**src/rtl/prmt_pkg.sv**
```systemverilog
// Shared types, codes and helpers of the plateau range max tracker.
package prmt_pkg;

  typedef enum logic [1:0] {
    ACT_SET   = 2'd0,
    ACT_ADD   = 2'd1,
    ACT_QUERY = 2'd2,
    ACT_NONE  = 2'd3
  } action_t;

  // Classified item handed from the front part to the back part.
  typedef struct packed {
    action_t     act;
    logic [9:0]  pa;
    logic [10:0] lo;
    logic [10:0] hi;
    logic [31:0] amount;
  } cmd_t;

  typedef enum logic [3:0] {
    ST_CLEAR,
    ST_IDLE,
    ST_U_RD,
    ST_U_WR,
    ST_W_RD,
    ST_R_LEAF,
    ST_R_CLIMB,
    ST_Q_L,
    ST_Q_R,
    ST_Q_DONE,
    ST_Q_OUT
  } bstate_t;

  typedef struct packed {
    logic clearing;
    logic busy;
  } bstat_t;

  localparam logic [31:0] SIGN_FLIP      = 32'h8000_0000;
  localparam int          LEN_MIN        = 3;
  localparam int          LEN_RESET      = 1024;
  localparam logic        CFG_IDX_LENGTH = 1'b0;

  function automatic logic [32:0] key_max(input logic [32:0] a, input logic [32:0] b);
    return (a > b) ? a : b;
  endfunction

endpackage

```
**src/rtl/prmt_front.sv**
```systemverilog
// Front part: accepts items, drops those with no effect, queues the rest.
module prmt_front import prmt_pkg::*; (
  input  logic        clk,
  input  logic        rst_n,
  input  logic [10:0] len,
  input  logic        clr_done,
  input  logic        in_tvalid,
  output logic        in_tready,
  input  logic [55:0] in_tdata,
  output logic        q_valid,
  input  logic        q_ready,
  output cmd_t        q_data
);

  action_t     act;
  logic [9:0]  pa;
  logic [9:0]  pb;
  logic [10:0] hi;
  logic [10:0] lo;
  logic        keep;
  cmd_t        cmd;
  logic        push;
  logic        pop;

  cmd_t        mem_r [2];
  logic        wptr_r, wptr_nxt;
  logic        rptr_r, rptr_nxt;
  logic [1:0]  cnt_r, cnt_nxt;

  always_comb begin
    act  = action_t'(in_tdata[1:0]);
    pa   = in_tdata[11:2];
    pb   = in_tdata[21:12];
    hi   = ({1'b0, pb} > (len - 11'd1)) ? (len - 11'd1) : {1'b0, pb};
    lo   = {1'b0, pa} + 11'd1;
    // an empty range collapses to lo == hi
    if (!(lo < hi)) begin
      lo = hi;
    end
    unique case (act)
      ACT_SET, ACT_ADD: keep = ({1'b0, pa} < len);
      ACT_QUERY:        keep = 1'b1;
      default:          keep = 1'b0;
    endcase
    cmd = '{act: act, pa: pa, lo: lo, hi: hi, amount: in_tdata[53:22]};
  end

  assign in_tready = clr_done && (cnt_r != 2'd2);
  assign push      = in_tvalid && in_tready && keep;
  assign q_valid   = (cnt_r != 2'd0);
  assign pop       = q_valid && q_ready;
  assign q_data    = mem_r[rptr_r];

  always_comb begin
    wptr_nxt = push ? ~wptr_r : wptr_r;
    rptr_nxt = pop ? ~rptr_r : rptr_r;
    cnt_nxt  = cnt_r + {1'b0, push} - {1'b0, pop};
  end

  always_ff @(posedge clk) begin
    if (!rst_n) begin
      wptr_r <= 1'b0;
      rptr_r <= 1'b0;
      cnt_r  <= 2'd0;
    end else begin
      wptr_r <= wptr_nxt;
      rptr_r <= rptr_nxt;
      cnt_r  <= cnt_nxt;
    end
  end

  always_ff @(posedge clk) begin
    if (push) begin
      mem_r[wptr_r] <= cmd;
    end
  end

endmodule

```
**config.mk**
```make
export PLATFORM = sky130hd
export DESIGN_NAME = prmt_front
export DESIGN_NICKNAME = d
export VERILOG_FILES = /design/src/rtl/prmt_pkg.sv /design/src/rtl/prmt_front.sv
export SDC_FILE = /design/constraint.sdc
export NUM_CORES = 1
export LEC_CHECK = 0
export ABC_AREA = 1
export BUFFER_PORTS_ARGS = -buffer_cell sky130_fd_sc_hd__buf_2
export CORE_UTILIZATION = 59
export CTS_CLUSTER_DIAMETER = 40
export DETAILED_ROUTE_END_ITERATION = 6
export PLACE_DENSITY = 0.86
export SLEW_MARGIN = 20
export SYNTH_ARGS = -nofsm -noshare
export SYNTH_HDL_FRONTEND = slang
export SYNTH_SLANG_ARGS = --single-unit
```
**constraint.sdc**
```tcl
create_clock -name clk -period 6.24 [get_ports clk]
set_input_delay 0 -clock clk [delete_from_list [all_inputs] [get_ports clk]]
set_output_delay 0 -clock clk [all_outputs]
set_load 0.005 [all_outputs]
```
==> impl_metrics.ini <==
[sta]
relSlewSlack_pct = 34.3
fin_ws_ns = 2.40
setup_tns_ns = 0
finalCritPeriodShare_pct = 61.5
setup_violations = 0
finalMaxSlewViolations = 0
skew_ns = 0.00751
finalCriticalPeriod_ns = 3.84
final_hold_viol_count = 0
holdWs_ns = 0.0340
grt_setup_unrepaired = no
max_freq_ghz = 0.261
worstMarginPinSlew_ns = 0.983

[logic_synthesis]
syn_avg_cell_area_um2 = 13.6
yosysWarningCount = 0
synth_seq_area_share_pct = 63.5
synth_cells = 472
synth-main-ff-cell = edfxtp_1
ys_types = 36
yosys_register_bits = 137
synth_edf_count = 132
netlist_area_um2 = 6400
async_flop_share_pct = 0

[power_and_ir_drop]
swShare_pct = 25.7
p_seq_share_pct = 42.4
power_density_nw_per_um2 = 317
p_leak_nw = 3.48
finalPower_mw = 2.65
max-vdd-ir-drop_v = 0.000171
combPwrFrac_pct = 20.8
p_switching_mw = 0.681
p_clk_share_pct = 36.7
power.internal_mw = 1.97

[placed_design]
portBuffers = 137
gp_congestion = 0.847
post-dp-hpwl_um = 9280
dp_slack_ns = 2.00
dp_cells = 738

[flow_run]
maxCapViolations = 0

[critical_path]
slowest_stage = o221a_2
crit_family = simple AND/OR/NAND/NOR gates
cp-start-kind = input port
cp.arrival_ns = 4.08
worstPathMaxFanout = 15
critical_path_required_ns = 6.49
critical_path_depth = 28
critical_path_class = in2reg
rr_worst_depth = 6
worstPathBufferInverterCount = 5
cp-end-kind = flop
max_stage_delay_ns = 0.38
path_common_cell = nand2_1

[clocking]
cts_tree = built
cts_made_buffers = 17
ctsHoldBuffers = 54
postCtsSetupBuffers = 0
cts_resized = 0
clkTransAtPathRegs_ns = 0.06
cts_buffer_depth = 2
h-tree-depth = 4
clk_latency_ns = 0.51
cts.sinks = 137
cts_root_buf = clkbuf_8

[final_layout]
syn2layout_area_growth_pct = 30.4
nets = 780
drive_gt1_share_pct = 38.4
fin_cells = 824
antennaDiodeCount = 0
fill_cells = 593

[global_routing]
grt_pass1_vias = 4443
grt.overflow.total = 0
met3_usage_pct = 6.13
grt_max_degree = 36
grt_pass1_wl_um = 22400
antenna_found_initial = 0
gr-usage-met2_pct = 48.7
met1_usage_pct = 30.0
top_usage_layer = met2
track_usage_pct = 27.0

[worst_hold_path]
hp-class = in2reg
whs_path_depth = 3

[detailed_routing]
drc_errors = 0
wl_um = 14700
drt-wirelength-per-cell_um = 17.8
drtIter0Drc = 294
vias_per_cell = 5.32
postRouteAntennaNets = 0
vias = 4387
first_pass_iters = 5

[outcome]
status = finished clean

[die]
core_um2 = 10400
rows = 37
die_y_um = 106
die-width_um = 106
start_util_pct = 61.5
dieArea_um2 = 11300
ios = 140
[metal layers]
metal,up-vias,part of all wire (%)
li1,2085,-
met1,2083,38
met2,178,54
met3,41,4.3
met4,0,3.7
met5,-,0
[per-stage QoR]
stage / util [%] / instance area, µm²
2_1_floorplan: - / 6410
3_3_place_gp: 69.4 / 7230
3_5_place_dp: 69.4 / 7230
4_1_cts: 80.2 / 8350
5_1_grt: 80.2 / 8350
6_report: 80.2 / 8350
[worst register-to-register path: cells and delay by family, from the launching register on]
kind	cells	cell delay (ns)
AND/OR/NAND/NOR	2	1.12
flip-flops	1	0.29
AO/OA/AOI/OAI	1	0.08
buffers and inverters	3	0.72
[worst paths after layout]
check,from,end,slack [ns]
max,len[0],mem_r[1][44]$_DFFE_PP_,2.40
min,in_tdata[14],mem_r[0][34]$_DFFE_PP_,0.03
max reg2reg,cnt_r[1]$_SDFF_PN0_,mem_r[0][55]$_DFFE_PP_,3.66
min reg2reg,cnt_r[1]$_SDFF_PN0_,cnt_r[1]$_SDFF_PN0_,0.49
[layout by cell type (no fill, tap or decap), drive strengths merged, types with 5 or more instances in the layout]
cell type,synthesis,routed
buf,3,140
edfxtp,132,132
nand2,71,71
mux2,66,66
dlygate4sd3,0,54
inv,49,49
ha,33,33
nand3,19,19
clkbuf,8,19
nor2,19,19
a21oi,15,15
o21ai,14,14
xor2,13,13
clkinv,0,10
dfxtp,5,5
[Yosys cell counts (2+ instances only)]
cell type	instances	area (µm²)
edfxtp_1	132	3960
mux2_2	66	743
nand2_1	65	244
inv_1	44	165
ha_1	33	413
nand3_1	17	85.1
a21oi_1	15	75.1
nor2_1	15	56.3
xor2_1	13	114
o21ai_0	9	45.0
clkbuf_1	8	30.0
dfxtp_1	5	100
nand2_2	5	31.3
o21ai_2	5	43.8
inv_2	4	15.0
nand4_1	4	25.0
nor3_1	4	20.0
nor2_2	3	18.8
o21a_1	3	22.5
or2_1	3	18.8
buf_6	2	22.5
conb_1	2	7.51
xnor2_1	2	17.5
[cell type report]
cell class,instances,area [µm²],share of cell area [%]
Sequential cell,137,4070,48.7
Multi-Input combinational cell,276,2100,25.2
Clock inverter,13,155,1.86
Inverter,49,186,2.23
Timing Repair Buffer,194,1250,15.0
Tap cell,136,170,2.04
Clock buffer,19,422,5.05
[flip-flops by register name, indices dropped and copies added, names as in the netlist, named ones only]
name and count:
cnt_r 2, mem_r 132, rptr_r 1, wptr_r 1
[logic make-up (layout without fill, tap and decap cells)]
| group | after synthesis | count (layout) | synth area share (%) |
|---|---|---|---|
| fa+ha+maj | 33 | 33 | 6.45 |
| other cells | 2 | 3 | 0.117 |
| compound gates | 37 | 37 | 3.54 |
| xor+xnor | 15 | 15 | 2.05 |
| flops | 137 | 137 | 63.5 |
| mux | 66 | 66 | 11.6 |
| simple gates | 122 | 122 | 8.79 |
| buf+inv | 60 | 275 | 3.97 |
[power by group through the flow]
stage                     Clock (mW)  Sequential (mW)  Combinational, mW
after floorplan                    0             1.11              0.337
after global placement             0             1.14              0.492
after CTS                      0.971             1.12              0.545
after global routing            1.02             1.13              0.596
after detailed placement           0             1.14              0.508
final                          0.972             1.12              0.551
Power figures use the tool's default switching activity.
